==> src/sv/lrx_pkg.sv <==
// ----------------------------------------------------------------------------
// lrx_pkg
// shared types, operator codes and character constants for the
// left-to-right expression evaluator
// ----------------------------------------------------------------------------
`default_nettype none

package lrx_pkg;

  // operator codes, no precedence between them
  typedef enum logic [2:0] {
    OP_NONE = 3'd0,
    OP_ADD  = 3'd1,
    OP_SUB  = 3'd2,
    OP_MUL  = 3'd3,
    OP_DIV  = 3'd4,
    OP_MOD  = 3'd5
  } lrx_op_t;

  localparam logic [7:0] CHAR_ZERO  = 8'h30;
  localparam logic [7:0] CHAR_NINE  = 8'h39;
  localparam logic [7:0] CHAR_PLUS  = 8'h2b;
  localparam logic [7:0] CHAR_MINUS = 8'h2d;
  localparam logic [7:0] CHAR_STAR  = 8'h2a;
  localparam logic [7:0] CHAR_SLASH = 8'h2f;
  localparam logic [7:0] CHAR_PCT   = 8'h25;

  localparam int unsigned RES_WIDTH = 32;

  typedef struct packed {
    logic [7:0] symbol;
    logic       is_final;
  } lrx_in_t;

  typedef struct packed {
    logic signed [RES_WIDTH-1:0] value;
    logic                        div_by_zero;
  } lrx_out_t;

  // request to the shared arithmetic unit
  typedef struct packed {
    logic    start;
    lrx_op_t op;
  } lrx_req_t;

  // status back from the shared arithmetic unit
  typedef struct packed {
    logic done;
    logic div_zero;
  } lrx_stat_t;

  function automatic lrx_op_t sym_op(input logic [7:0] symbol);
    lrx_op_t op;
    case (symbol)
      CHAR_PLUS:  op = OP_ADD;
      CHAR_MINUS: op = OP_SUB;
      CHAR_STAR:  op = OP_MUL;
      CHAR_SLASH: op = OP_DIV;
      CHAR_PCT:   op = OP_MOD;
      default:    op = OP_NONE;
    endcase
    return op;
  endfunction

endpackage

`default_nettype wire

==> src/sv/lrx_alu.sv <==
// ----------------------------------------------------------------------------
// lrx_alu
// iterative arithmetic unit around one shared adder: add, subtract,
// shift-add multiply and restoring divide / remainder, one bit per cycle
// ----------------------------------------------------------------------------
`default_nettype none

module lrx_alu #(
  parameter int unsigned VALUE_WIDTH = 32
) (
  input  wire logic                   clk,
  input  wire logic                   rst,
  input  wire lrx_pkg::lrx_req_t      req,
  input  wire logic [VALUE_WIDTH-1:0] a,
  input  wire logic [VALUE_WIDTH-1:0] b,
  output logic      [VALUE_WIDTH-1:0] result,
  output lrx_pkg::lrx_stat_t          stat
);
  import lrx_pkg::*;

  localparam int unsigned W    = VALUE_WIDTH;
  localparam int unsigned CntW = $clog2(W);
  localparam logic [CntW-1:0] LastStep = CntW'(W - 1);

  typedef enum logic [2:0] {
    A_IDLE,
    A_ADD,
    A_NEGA,
    A_NEGB,
    A_LOOP,
    A_FIX,
    A_DONE
  } alu_state_t;

  alu_state_t    st;
  lrx_op_t       op_r;
  logic [W-1:0]  opa;
  logic [W-1:0]  opb;
  logic [W-1:0]  acc;
  logic [CntW-1:0] cnt;
  logic          na;
  logic          nb;
  logic          dz;

  logic [W:0]    add_x;
  logic [W:0]    add_y;
  logic          add_cin;
  logic [W:0]    sum;
  logic [W-1:0]  rem_sh;
  logic          ge;
  logic          is_mul;
  logic          is_div;
  logic [W-1:0]  fix_val;
  logic          fix_neg;

  assign is_mul  = (op_r == OP_MUL);
  assign is_div  = (op_r == OP_DIV);
  assign rem_sh  = {acc[W-2:0], opa[W-1]};
  assign fix_val = is_div ? opa : acc;
  assign fix_neg = is_div ? (na ^ nb) : na;

  // operand select for the one shared adder
  always_comb begin
    add_x   = '0;
    add_y   = '0;
    add_cin = 1'b0;
    case (st)
      A_ADD: begin
        add_x   = {1'b0, opa};
        add_y   = {1'b0, (op_r == OP_SUB) ? ~opb : opb};
        add_cin = (op_r == OP_SUB);
      end
      A_NEGA: begin
        add_x   = {1'b0, ~opa};
        add_cin = 1'b1;
      end
      A_NEGB: begin
        add_x   = {1'b0, ~opb};
        add_cin = 1'b1;
      end
      A_LOOP: begin
        if (is_mul) begin
          add_x = {1'b0, acc};
          add_y = {1'b0, opb[0] ? opa : '0};
        end else begin
          add_x   = {1'b0, rem_sh};
          add_y   = {1'b1, ~opb};
          add_cin = 1'b1;
        end
      end
      A_FIX: begin
        add_x   = {1'b0, ~fix_val};
        add_cin = 1'b1;
      end
      default: begin
        add_x   = '0;
      end
    endcase
  end

  assign sum = add_x + add_y + (W+1)'(add_cin);
  assign ge  = ~sum[W];

  always_ff @(posedge clk) begin
    if (rst) begin
      st <= A_IDLE;
    end else begin
      case (st)
        A_IDLE: begin
          if (req.start) begin
            opa  <= a;
            opb  <= b;
            op_r <= req.op;
            na   <= a[W-1];
            nb   <= b[W-1];
            acc  <= '0;
            cnt  <= '0;
            dz   <= 1'b0;
            case (req.op)
              OP_ADD, OP_SUB: st <= A_ADD;
              OP_MUL:         st <= A_LOOP;
              OP_DIV, OP_MOD: begin
                if (b == '0) begin
                  result <= '0;
                  dz     <= 1'b1;
                  st     <= A_DONE;
                end else begin
                  st <= A_NEGA;
                end
              end
              default: begin
                result <= '0;
                st     <= A_DONE;
              end
            endcase
          end
        end
        A_ADD: begin
          result <= sum[W-1:0];
          st     <= A_DONE;
        end
        A_NEGA: begin
          if (na) begin
            opa <= sum[W-1:0];
          end
          st <= A_NEGB;
        end
        A_NEGB: begin
          if (nb) begin
            opb <= sum[W-1:0];
          end
          st <= A_LOOP;
        end
        A_LOOP: begin
          cnt <= cnt + 1'b1;
          if (is_mul) begin
            acc <= sum[W-1:0];
            opa <= {opa[W-2:0], 1'b0};
            opb <= {1'b0, opb[W-1:1]};
            if (cnt == LastStep) begin
              result <= sum[W-1:0];
              st     <= A_DONE;
            end
          end else begin
            acc <= ge ? sum[W-1:0] : rem_sh;
            opa <= {opa[W-2:0], ge};
            if (cnt == LastStep) begin
              st <= A_FIX;
            end
          end
        end
        A_FIX: begin
          result <= fix_neg ? sum[W-1:0] : fix_val;
          st     <= A_DONE;
        end
        A_DONE: begin
          st <= A_IDLE;
        end
        default: begin
          st <= A_IDLE;
        end
      endcase
    end
  end

  assign stat.done     = (st == A_DONE);
  assign stat.div_zero = dz;

endmodule

`default_nettype wire

==> src/sv/left_to_right_expression_evaluator.sv <==
// ----------------------------------------------------------------------------
// left_to_right_expression_evaluator
// character-serial infix calculator without precedence; digits build a
// number, operators fold it into the running value, the final character
// gives one result
// ----------------------------------------------------------------------------
//  channel | signals                          | transfer when
//  --------+----------------------------------+---------------------------
//  sym     | sym_valid, sym_ready, sym_data   | sym_valid && sym_ready
//  res     | res_valid, res_ready, res_data   | res_valid && res_ready
//
//  digits and ignored characters are absorbed in S_IDLE with sym_ready held
//  high; an operator after a left operand runs lrx_alu: add/sub via A_ADD,
//  multiply via the A_LOOP shift-add loop, divide/modulo via A_NEGA, A_NEGB,
//  A_LOOP and A_FIX; the loops handle one bit per cycle on the shared adder
//  a final character adds a pass through lrx_alu, started from the setup
//  state S_FIN_START, when an operator was seen (a lone number goes from
//  S_FIN_START straight to S_EMIT), then S_EMIT loads the result register
//  sync reset clears all expression state; no clearing pass
//  a held result register lets the next expression start; only a second
//  result waits for res_ready
// ----------------------------------------------------------------------------
`default_nettype none

module left_to_right_expression_evaluator #(
  parameter int unsigned VALUE_WIDTH = 32
) (
  input  wire logic              clk,
  input  wire logic              rst,
  input  wire logic              sym_valid,
  output logic                   sym_ready,
  input  wire lrx_pkg::lrx_in_t  sym_data,
  output logic                   res_valid,
  input  wire logic              res_ready,
  output lrx_pkg::lrx_out_t      res_data
);
  import lrx_pkg::*;

  localparam int unsigned W      = VALUE_WIDTH;
  localparam int unsigned NarrowW = (W < RES_WIDTH) ? W : RES_WIDTH;

  typedef enum logic [2:0] {
    S_IDLE,
    S_FOLD,
    S_FIN_START,
    S_FIN_RUN,
    S_EMIT
  } state_t;

  state_t        st;
  logic [W-1:0]  number_accum;
  logic [W-1:0]  running_value;
  logic          have_left;
  lrx_op_t       pending_op;
  logic          zero_div_seen;
  lrx_op_t       op_new;
  logic          fin_pend;

  // decode of the incoming character
  logic          accept;
  logic          is_digit;
  lrx_op_t       in_op;
  logic [W-1:0]  digit_ext;
  logic [W-1:0]  accum_next;
  logic          out_free;

  // shared arithmetic unit
  lrx_req_t      alu_req;
  logic [W-1:0]  alu_res;
  lrx_stat_t     alu_stat;

  assign sym_ready = (st == S_IDLE);
  assign accept    = sym_valid && sym_ready;
  assign is_digit  = (sym_data.symbol >= CHAR_ZERO) && (sym_data.symbol <= CHAR_NINE);
  assign in_op     = sym_op(sym_data.symbol);
  // low nibble of an ascii digit is its value
  assign digit_ext = W'(sym_data.symbol[3:0]);
  // times ten as two shifted copies, wrapping at W bits
  assign accum_next = {number_accum[W-4:0], 3'b000} + {number_accum[W-2:0], 1'b0}
                      + digit_ext;
  assign out_free  = !res_valid || res_ready;

  // start a fold on an operator with a left operand, or the final pass
  always_comb begin
    alu_req.start = 1'b0;
    alu_req.op    = pending_op;
    if (accept && !is_digit && (in_op != OP_NONE) && have_left) begin
      alu_req.start = 1'b1;
    end else if ((st == S_FIN_START) && have_left) begin
      alu_req.start = 1'b1;
    end
  end

  lrx_alu #(
    .VALUE_WIDTH (VALUE_WIDTH)
  ) u_alu (
    .clk    (clk),
    .rst    (rst),
    .req    (alu_req),
    .a      (running_value),
    .b      (number_accum),
    .result (alu_res),
    .stat   (alu_stat)
  );

  always_ff @(posedge clk) begin
    if (rst) begin
      st            <= S_IDLE;
      number_accum  <= '0;
      running_value <= '0;
      have_left     <= 1'b0;
      pending_op    <= OP_NONE;
      zero_div_seen <= 1'b0;
      res_valid     <= 1'b0;
    end else begin
      // result register drains independently of the sequencer
      if (res_valid && res_ready) begin
        res_valid <= 1'b0;
      end
      case (st)
        S_IDLE: begin
          if (accept) begin
            fin_pend <= sym_data.is_final;
            if (is_digit) begin
              number_accum <= accum_next;
              if (sym_data.is_final) begin
                st <= S_FIN_START;
              end
            end else if (in_op != OP_NONE) begin
              if (have_left) begin
                // fold runs in lrx_alu, finish in S_FOLD
                op_new <= in_op;
                st     <= S_FOLD;
              end else begin
                running_value <= number_accum;
                have_left     <= 1'b1;
                pending_op    <= in_op;
                number_accum  <= '0;
                if (sym_data.is_final) begin
                  st <= S_FIN_START;
                end
              end
            end else if (sym_data.is_final) begin
              st <= S_FIN_START;
            end
          end
        end
        S_FOLD: begin
          if (alu_stat.done) begin
            running_value <= alu_res;
            zero_div_seen <= zero_div_seen | alu_stat.div_zero;
            have_left     <= 1'b1;
            pending_op    <= op_new;
            number_accum  <= '0;
            st            <= fin_pend ? S_FIN_START : S_IDLE;
          end
        end
        S_FIN_START: begin
          if (have_left) begin
            st <= S_FIN_RUN;
          end else begin
            // lone number is the result
            running_value <= number_accum;
            st            <= S_EMIT;
          end
        end
        S_FIN_RUN: begin
          if (alu_stat.done) begin
            running_value <= alu_res;
            zero_div_seen <= zero_div_seen | alu_stat.div_zero;
            st            <= S_EMIT;
          end
        end
        S_EMIT: begin
          if (out_free) begin
            res_data.value       <= RES_WIDTH'(running_value[NarrowW-1:0]);
            res_data.div_by_zero <= zero_div_seen;
            res_valid            <= 1'b1;
            number_accum         <= '0;
            running_value        <= '0;
            have_left            <= 1'b0;
            pending_op           <= OP_NONE;
            zero_div_seen        <= 1'b0;
            st                   <= S_IDLE;
          end
        end
        default: begin
          st <= S_IDLE;
        end
      endcase
    end
  end

endmodule

`default_nettype wire

==> config.mk <==
export PLATFORM = sky130hd
export DESIGN_NAME = left_to_right_expression_evaluator
export DESIGN_NICKNAME = d
export VERILOG_FILES = /design/src/sv/lrx_pkg.sv /design/src/sv/lrx_alu.sv /design/src/sv/left_to_right_expression_evaluator.sv
export SDC_FILE = /design/constraint.sdc
export NUM_CORES = 1
export LEC_CHECK = 0
export ABC_CLOCK_PERIOD_IN_PS = 8700
export BUFFER_PORTS_ARGS = -buffer_cell sky130_fd_sc_hd__buf_2
export CAP_MARGIN = 30
export CORE_MARGIN = 2
export CORE_UTILIZATION = 50
export DETAILED_ROUTE_END_ITERATION = 12
export GPL_ROUTABILITY_DRIVEN = 0
export PLACE_DENSITY_LB_ADDON = 0.08
export SYNTH_ARGS = -nofsm -noshare
export SYNTH_HDL_FRONTEND = slang
export SYNTH_HIERARCHICAL = 1
export SYNTH_SLANG_ARGS = --single-unit
export TNS_END_PERCENT = 10
==> constraint.sdc <==
create_clock -name clk -period 8.7 [get_ports clk]
set_input_delay 1.305 -clock clk [delete_from_list [all_inputs] [get_ports clk]]
set_output_delay 1.305 -clock clk [all_outputs]
set_load 0.01 [all_outputs]
==> impl_metrics.env, run 1 <==
export IMPL_critical_path_max_stage_delay_ns=0.73
export IMPL_unrepaired_setup_endpoints_after_global_routing="false"
export IMPL_netlist_instances=1871
export IMPL_worst_skew_pair_late_latency_ns=0.56
export IMPL_flops_latches_synth=252
export IMPL_antenna_left=0
export IMPL_post_synth_main_area_contributors="edfxtp_1 31%, dfxtp_1 9.0%, ha_1 7.1%"
export IMPL_mostFrequentLayoutCells="232 x a21oi_1, 194 x nand2_1, 176 x edfxtp_1"
export IMPL_design_portCount=48
export IMPL_critical_path_most_common_cell="buf_4"
export IMPL_synth_seq_area_share_pct=40.38
export IMPL_postSynth_asyncResetShare_pct=0
export IMPL_outcome="finished clean"
export IMPL_leakage_power_figure_nw=6.730
export IMPL_crit_slowest_cell="nand2_2"
export IMPL_synth_top_area_cell="edfxtp_1"
export IMPL_place_port_buffers=47
export IMPL_grt_start_max_net_pins=72
export IMPL_cts_hold_buffers=0
export IMPL_antenna_found_initial=1
export IMPL_drt_first_iter_violations=1809
export IMPL_cts_buffers=28
export IMPL_hold_violations=0
export IMPL_pwr_density_cell_nw_per_um2=261.7
export IMPL_worst_slew_margin_rel_pct=27.71
export IMPL_drc=0
export IMPL_core_rowCount=67
export IMPL_fraction_of_layout_cells_with_a_size_suffix_above_1_pct=9.909
export IMPL_route_detailed_vias_per_inst=6.580
export IMPL_cts_num_sinks=252
export IMPL_dpl_hpwl_um=37890
export IMPL_hold_class="reg -> reg"
export IMPL_global_route_usage_total_pct=29.95
export IMPL_endpoint_kind="flip-flop"
export IMPL_tightestPinTransition_ns=1.083
export IMPL_clock_tree_htree_level_count=1
export IMPL_antenna_diode_instance_count=0
export IMPL_design_core_area_um2=33360
export IMPL_post_cts_resized_instances=0
export IMPL_post_cts_repair_setup_buffers=0
export IMPL_arrival_ns=5.79
export IMPL_launch_point_of_the_worst_reg_to_reg_path="u_alu/st[0]"
export IMPL_clock_tree_from_tritoncts="done"
export IMPL_syn2layout_area_growth_pct=9.636
export IMPL_crit_type="reg -> reg"
export IMPL_vdd_ir_drop_worst_uv=176.0
export IMPL_synth_cell_type_count=83
export IMPL_total_wirelength_of_the_detailed_routed_design_um=53870
export IMPL_clock_skew_final_ns=0.01665
export IMPL_via_count_of_the_first_global_routing_pass=14437
export IMPL_clk_pin_slew_worst_paths_ns=0.07
export IMPL_number_of_max_cap_violations=0
export IMPL_timing_max_transition_violations_final=0
export IMPL_crit_family="simple AND/OR/NAND/NOR gates"
export IMPL_final_min_clock_period_ns=5.518
export IMPL_cts_root_buf="clkbuf_16"
export IMPL_worst_case_reg_to_reg_path_depth=17
export IMPL_r2r_end="u_alu/result[21]"
export IMPL_num_nets_final=1967
export IMPL_first_pass_iters=6
export IMPL_power_mw=4.837
export IMPL_worstPathCellList="buf_4 > nor2_1 > nand2_2 > buf_4 > a21oi_1 > a221oi_1 > or2_2 > inv_1 > ha_1 > a21o_1 > nand4_1 > a211oi_1 > nor3_1 > o21bai_1 > xnor2_1 > mux2_2 > o22ai_1"
export IMPL_wire_length_of_the_first_global_routing_pass_um=84270
export IMPL_finalSetupViolations=0
export IMPL_floorplan_die_height_um=187.6
export IMPL_r2r_setup_slack_ns=3.18
export IMPL_mappedNetlistNets=1983
export IMPL_post_drt_wl_per_cell_um=23.17
export IMPL_summed_instance_area_of_the_synthesized_netlist_um2=16850
export IMPL_yosys_area_top_type_share_pct=31.36
export IMPL_worstSetupPathDepth=17
export IMPL_critical_path_peak_fanout=46
export IMPL_yosys_warnings=6
export IMPL_floorplan_die_area_um2=35190
export IMPL_globalRoute_totalOverflow=0
export IMPL_fmax_mhz=181.2
export IMPL_setup_worst_path_start="u_alu/st[0]"
export IMPL_path_buf_inv=3
export IMPL_start_util_pct=50.52
export IMPL_critPathRequiredTime_ns=8.97
export IMPL_setup_total_negative_slack_ns=0
export IMPL_post_synth_edffs=176
export IMPL_max_clock_path_buffers=3
export IMPL_die_width_um=187.6
export IMPL_route_vias_total=15298
export IMPL_share_of_the_cycle_needed_by_the_critical_path_after_routing_pct=63.43
export IMPL_syn_avg_cell_area_um2=9.009
export IMPL_postSynth_topFlopCell="edfxtp_1"
export IMPL_setup_worst_path_start_class="flip-flop"
export IMPL_layout_cells_most_common="a21oi_1"
export IMPL_crit_end="u_alu/result[21]"
worst reg2reg max path, stage by stage, from the launching register on:
cell and delay (ns):
dfxtp_1 0.31, buf_4 0.46, nor2_1 0.25, nand2_2 0.73, buf_4 0.46, a21oi_1 0.09, a221oi_1 0.21, or2_2 0.18
inv_1 0.04, ha_1 0.27, a21o_1 0.19, nand4_1 0.14, a211oi_1 0.12, nor3_1 0.59, o21bai_1 0.16, xnor2_1 0.68
mux2_2 0.29, o22ai_1 0.07
synth_stat cells, drive strengths merged, types with 3 or more instances:
| library cell | number |
|---|---|
| a21o | 30 |
| nor4 | 14 |
| a41oi | 3 |
| or4 | 3 |
| nor3 | 32 |
| buf | 24 |
| a211o | 3 |
| and3 | 11 |
| fa | 4 |
| edfxtp | 176 |
| inv | 33 |
| o31ai | 11 |
| a221o | 5 |
| dfxtp | 76 |
| or3 | 26 |
| or2 | 6 |
| a22oi | 135 |
| nand2b | 14 |
| nand3 | 28 |
| xnor2 | 31 |
| o22ai | 33 |
| a211oi | 47 |
| ha | 95 |
| o311ai | 3 |
| a21boi | 5 |
| o221ai | 4 |
| clkbuf | 102 |
| nor3b | 6 |
| nor2b | 9 |
| a221oi | 6 |
| nor2 | 127 |
| o2111ai | 4 |
| a31oi | 10 |
| and2 | 8 |
| o21bai | 9 |
| mux2i | 66 |
| o211ai | 7 |
| nand4 | 10 |
| o21a | 5 |
| mux2 | 8 |
| nand2 | 196 |
| o21ai | 158 |
| a21oi | 236 |
| xor2 | 24 |
how the worst min path moves through the flow:
stage | from | end | slack (ns) | cells past startpoint
after detailed placement | zero_div_seen | res_data[0] | 0.44 | 0
final | zero_div_seen | res_data[0] | 0.45 | 0
after floorplan | zero_div_seen | res_data[0] | 0.41 | 0
after global routing | zero_div_seen | res_data[0] | 0.47 | 0
after CTS | zero_div_seen | res_data[0] | 0.46 | 0
after global placement | zero_div_seen | res_data[0] | 0.43 | 0
registers in the layout, summed over array words and instances (netlist names), 3 cells and up:
name           cells
u_alu/acc         32
u_alu/st           3
u_alu/opb         32
number_accum      32
res_data          33
u_alu/cnt          5
pending_op         3
u_alu/opa         32
op_new             3
u_alu/result      32
st                 3
u_alu/op_r         3
running_value     32
stage by stage:
stage | hold WS [ns] | setup WS, ns | std cells | area, um^2 | utilization [%]
after floorplan | 0.4088 | 2.407 | 1871 | 16850 | -
after CTS | 0.4605 | 3.325 | 2325 | 18480 | 55.39
after global routing | 0.4692 | 2.955 | 2325 | 18480 | 55.39
after detailed placement | 0.4422 | 3.415 | 2273 | 17510 | 52.47
final | 0.4527 | 3.182 | 2325 | 18480 | 55.39
after global placement | 0.4311 | 3.239 | 2270 | 17460 | 52.33
where the power goes:
part,internal (mW),total (mW),switching [mW]
sequential,1.57,1.77,0.205
combinational,0.529,1.81,1.29
clock,0.720,1.25,0.526
layout make-up:
class                   count  area (um^2)
flip-flops and latches    252         6807
clock buffers              35        800.8
clock inverters            17        171.4
inverters                  34        127.6
fillers                  3118        14890
well taps                 448        560.5
repair buffers             80        506.7
multi-input cells        1459         9505
layer usage:
| metal | global-route usage (%) | wire [um] | vias up |
|---|---|---|---|
| li1 | - | - | 7078 |
| met1 | 44.95 | 24450 | 7441 |
| met2 | 44.66 | 23490 | 687 |
| met3 | 4.829 | 4734 | 90 |
| met4 | 8.116 | 1188 | 2 |
| met5 | 0 | 9 | - |
cell families after synthesis:
family / share of synthesized area (%)
AOI/OAI and AO/OA: 27.30
xor gates and xnor gates: 2.858
adders and majority gates: 7.527
buffers and inverters: 3.682
DFF: 40.38
muxes: 4.454
and+or+nand+nor: 13.80
Note: power is estimated with default switching activity, not from simulation.
==> run 2: changes to the inputs <==
- ABC_CLOCK_PERIOD_IN_PS: 8700 -> 5600
- clock period: 8.7 -> 5.6 ns (I/O delays scaled with it)
==> run 2 against run 1 <==
  * Sequential share of layout area decreased by 0.21 points
  * Global-route usage increased by 0.23 points
  * Critical path depth decreased by 2
  * Worst setup slack got worse by 2.5 ns
  * Cell count increased by 0.52%
  * Via count decreased by 0.30%
  * Clock power increased by 50%
  * Die area unchanged
  * Combinational power increased by 60%
  * Register-to-register slack got worse by 2.5 ns
  * Routed wire length increased by 0.35%
  * Critical endpoint is now u_alu/acc[19]
  * Largest power group unchanged
  * Highest routed layer is now met4
==> impl_metrics.env, run 2 (synthesis gave the netlist of run 1 again) <==
export IMPL_outcome="finished clean"
export IMPL_wire_length_of_the_first_global_routing_pass_um=84810
export IMPL_share_of_the_cycle_needed_by_the_critical_path_after_routing_pct=87.10
export IMPL_first_pass_iters=6
export IMPL_power_mw=7.505
export IMPL_path_buf_inv=2
export IMPL_cts_root_buf="clkbuf_16"
export IMPL_global_route_usage_total_pct=30.19
export IMPL_antenna_left=0
export IMPL_finalSetupViolations=0
export IMPL_worstPathCellList="and3b_1 > nand2_1 > nor2_2 > buf_4 > a221oi_1 > fa_1 > nand2b_1 > a21oi_1 > o211a_1 > o21ai_2 > and3_4 > nor4_4 > buf_12 > or3_1 > a21oi_1"
export IMPL_mostFrequentLayoutCells="232 x a21oi_1, 194 x nand2_1, 176 x edfxtp_1"
export IMPL_die_width_um=187.6
export IMPL_crit_family="simple AND/OR/NAND/NOR gates"
export IMPL_setup_total_negative_slack_ns=0
export IMPL_route_vias_total=15252
export IMPL_cts_hold_buffers=0
export IMPL_final_min_clock_period_ns=4.878
export IMPL_arrival_ns=5.17
export IMPL_critical_path_max_stage_delay_ns=0.67
export IMPL_number_of_max_cap_violations=0
export IMPL_multiInputGateArea_um2=9517
export IMPL_largest_reg_flops=33
export IMPL_finalNonFillerCells=2337
export IMPL_floorplan_die_area_um2=35190
export IMPL_start_util_pct=50.52
export IMPL_leakage_power_figure_nw=6.778
export IMPL_vdd_ir_drop_worst_uv=392.7
export IMPL_max_clock_path_buffers=3
export IMPL_post_cts_repair_setup_buffers=0
export IMPL_clock_skew_final_ns=0.01867
export IMPL_max_flop_register="res_data"
export IMPL_unrepaired_setup_endpoints_after_global_routing="false"
export IMPL_place_worst_setup_slack_ns=0.8159
export IMPL_globalRoute_totalOverflow=0
export IMPL_timing_max_transition_violations_final=0
export IMPL_clock_tree_from_tritoncts="done"
export IMPL_grt_start_max_net_pins=67
export IMPL_pwr_density_cell_nw_per_um2=403.8
export IMPL_setup_worst_path_start_class="flip-flop"
export IMPL_clk_pin_slew_worst_paths_ns=0.06
export IMPL_syn2layout_area_growth_pct=10.27
export IMPL_endpoint_kind="flip-flop"
export IMPL_crit_slowest_cell="nor4_4"
export IMPL_crit_type="reg -> reg"
export IMPL_antenna_found_initial=0
export IMPL_n_fill_cell=3110
export IMPL_drt_first_iter_violations=1577
export IMPL_setup_slack_ns=0.7223
export IMPL_place_port_buffers=47
export IMPL_fraction_of_layout_cells_with_a_size_suffix_above_1_pct=10.22
export IMPL_floorplan_die_height_um=187.6
export IMPL_cts_num_sinks=252
export IMPL_dpl_hpwl_um=38100
export IMPL_critical_path_peak_fanout=31
export IMPL_timing_hold_ws_ns=0.4355
export IMPL_area_sequential_um2=6807
export IMPL_fmax_mhz=205.0
export IMPL_design_portCount=48
export IMPL_design_core_area_um2=33360
export IMPL_clock_tree_htree_level_count=1
export IMPL_total_wirelength_of_the_detailed_routed_design_um=54060
export IMPL_post_cts_resized_instances=0
export IMPL_post_drt_wl_per_cell_um=23.13
export IMPL_via_count_of_the_first_global_routing_pass=14795
export IMPL_hold_violations=0
export IMPL_antenna_diode_instance_count=0
export IMPL_drc=0
export IMPL_cts_buffers=29
export IMPL_layout_cells_most_common="a21oi_1"
export IMPL_critical_path_most_common_cell="a21oi_1"
export IMPL_num_nets_final=1978
export IMPL_core_rowCount=67
export IMPL_tightestPinTransition_ns=0.9754
export IMPL_placed_cells_incl_taps=2282
export IMPL_hold_class="reg -> reg"
export IMPL_worst_slew_margin_rel_pct=34.62
export IMPL_critPathRequiredTime_ns=5.89
export IMPL_route_detailed_vias_per_inst=6.526
export IMPL_worst_skew_pair_late_latency_ns=0.57
==> run 2: routing by layer <==
| metal | share of wire, % | routed length, um | vias to the layer above | global-route usage [%] |
|---|---|---|---|---|
| met5 | 0 | 0 | - | 0 |
| met4 | 2.7 | 1441 | 0 | 9.146 |
| met3 | 9.1 | 4933 | 102 | 6.176 |
| met2 | 44 | 23700 | 697 | 46.67 |
| met1 | 44 | 23980 | 7349 | 42.68 |
| li1 | - | - | 7104 | - |
==> run 2: final timing paths <==
kind	start	to	slack, ns	depth (start not counted)
hold reg to reg	zero_div_seen	res_data[0]	0.44	0
hold / removal	zero_div_seen	res_data[0]	0.44	0
setup reg to reg	u_alu/op_r[2]	u_alu/acc[19]	0.72	15
setup / recovery	u_alu/op_r[2]	u_alu/acc[19]	0.72	15
==> run 2: area by class of cell <==
class / instances / share of cell area [%]
Clock buffer: 33 / 4.039
Clock inverter: 21 / 0.9694
Inverter: 34 / 0.6867
Multi-Input combinational cell: 1459 / 51.21
Sequential cell: 252 / 36.62
Tap cell: 448 / 3.016
Timing Repair Buffer: 90 / 3.460
==> run 2: stage by stage <==
step                cell area (um^2)  utilization, %
floorplan                      16860               -
global placement               17580           52.70
detailed placement             17630           52.83
CTS                            18560           55.62
global route                   18590           55.70
finish                         18590           55.70
==> run 2: power by group <==
part           internal (mW)  total, mW  switching (mW)  leakage [nW]
Sequential              2.44       2.75           0.308          2.26
Combinational          0.901       2.89            1.98          4.07
Clock                   1.06       1.87           0.812         0.448
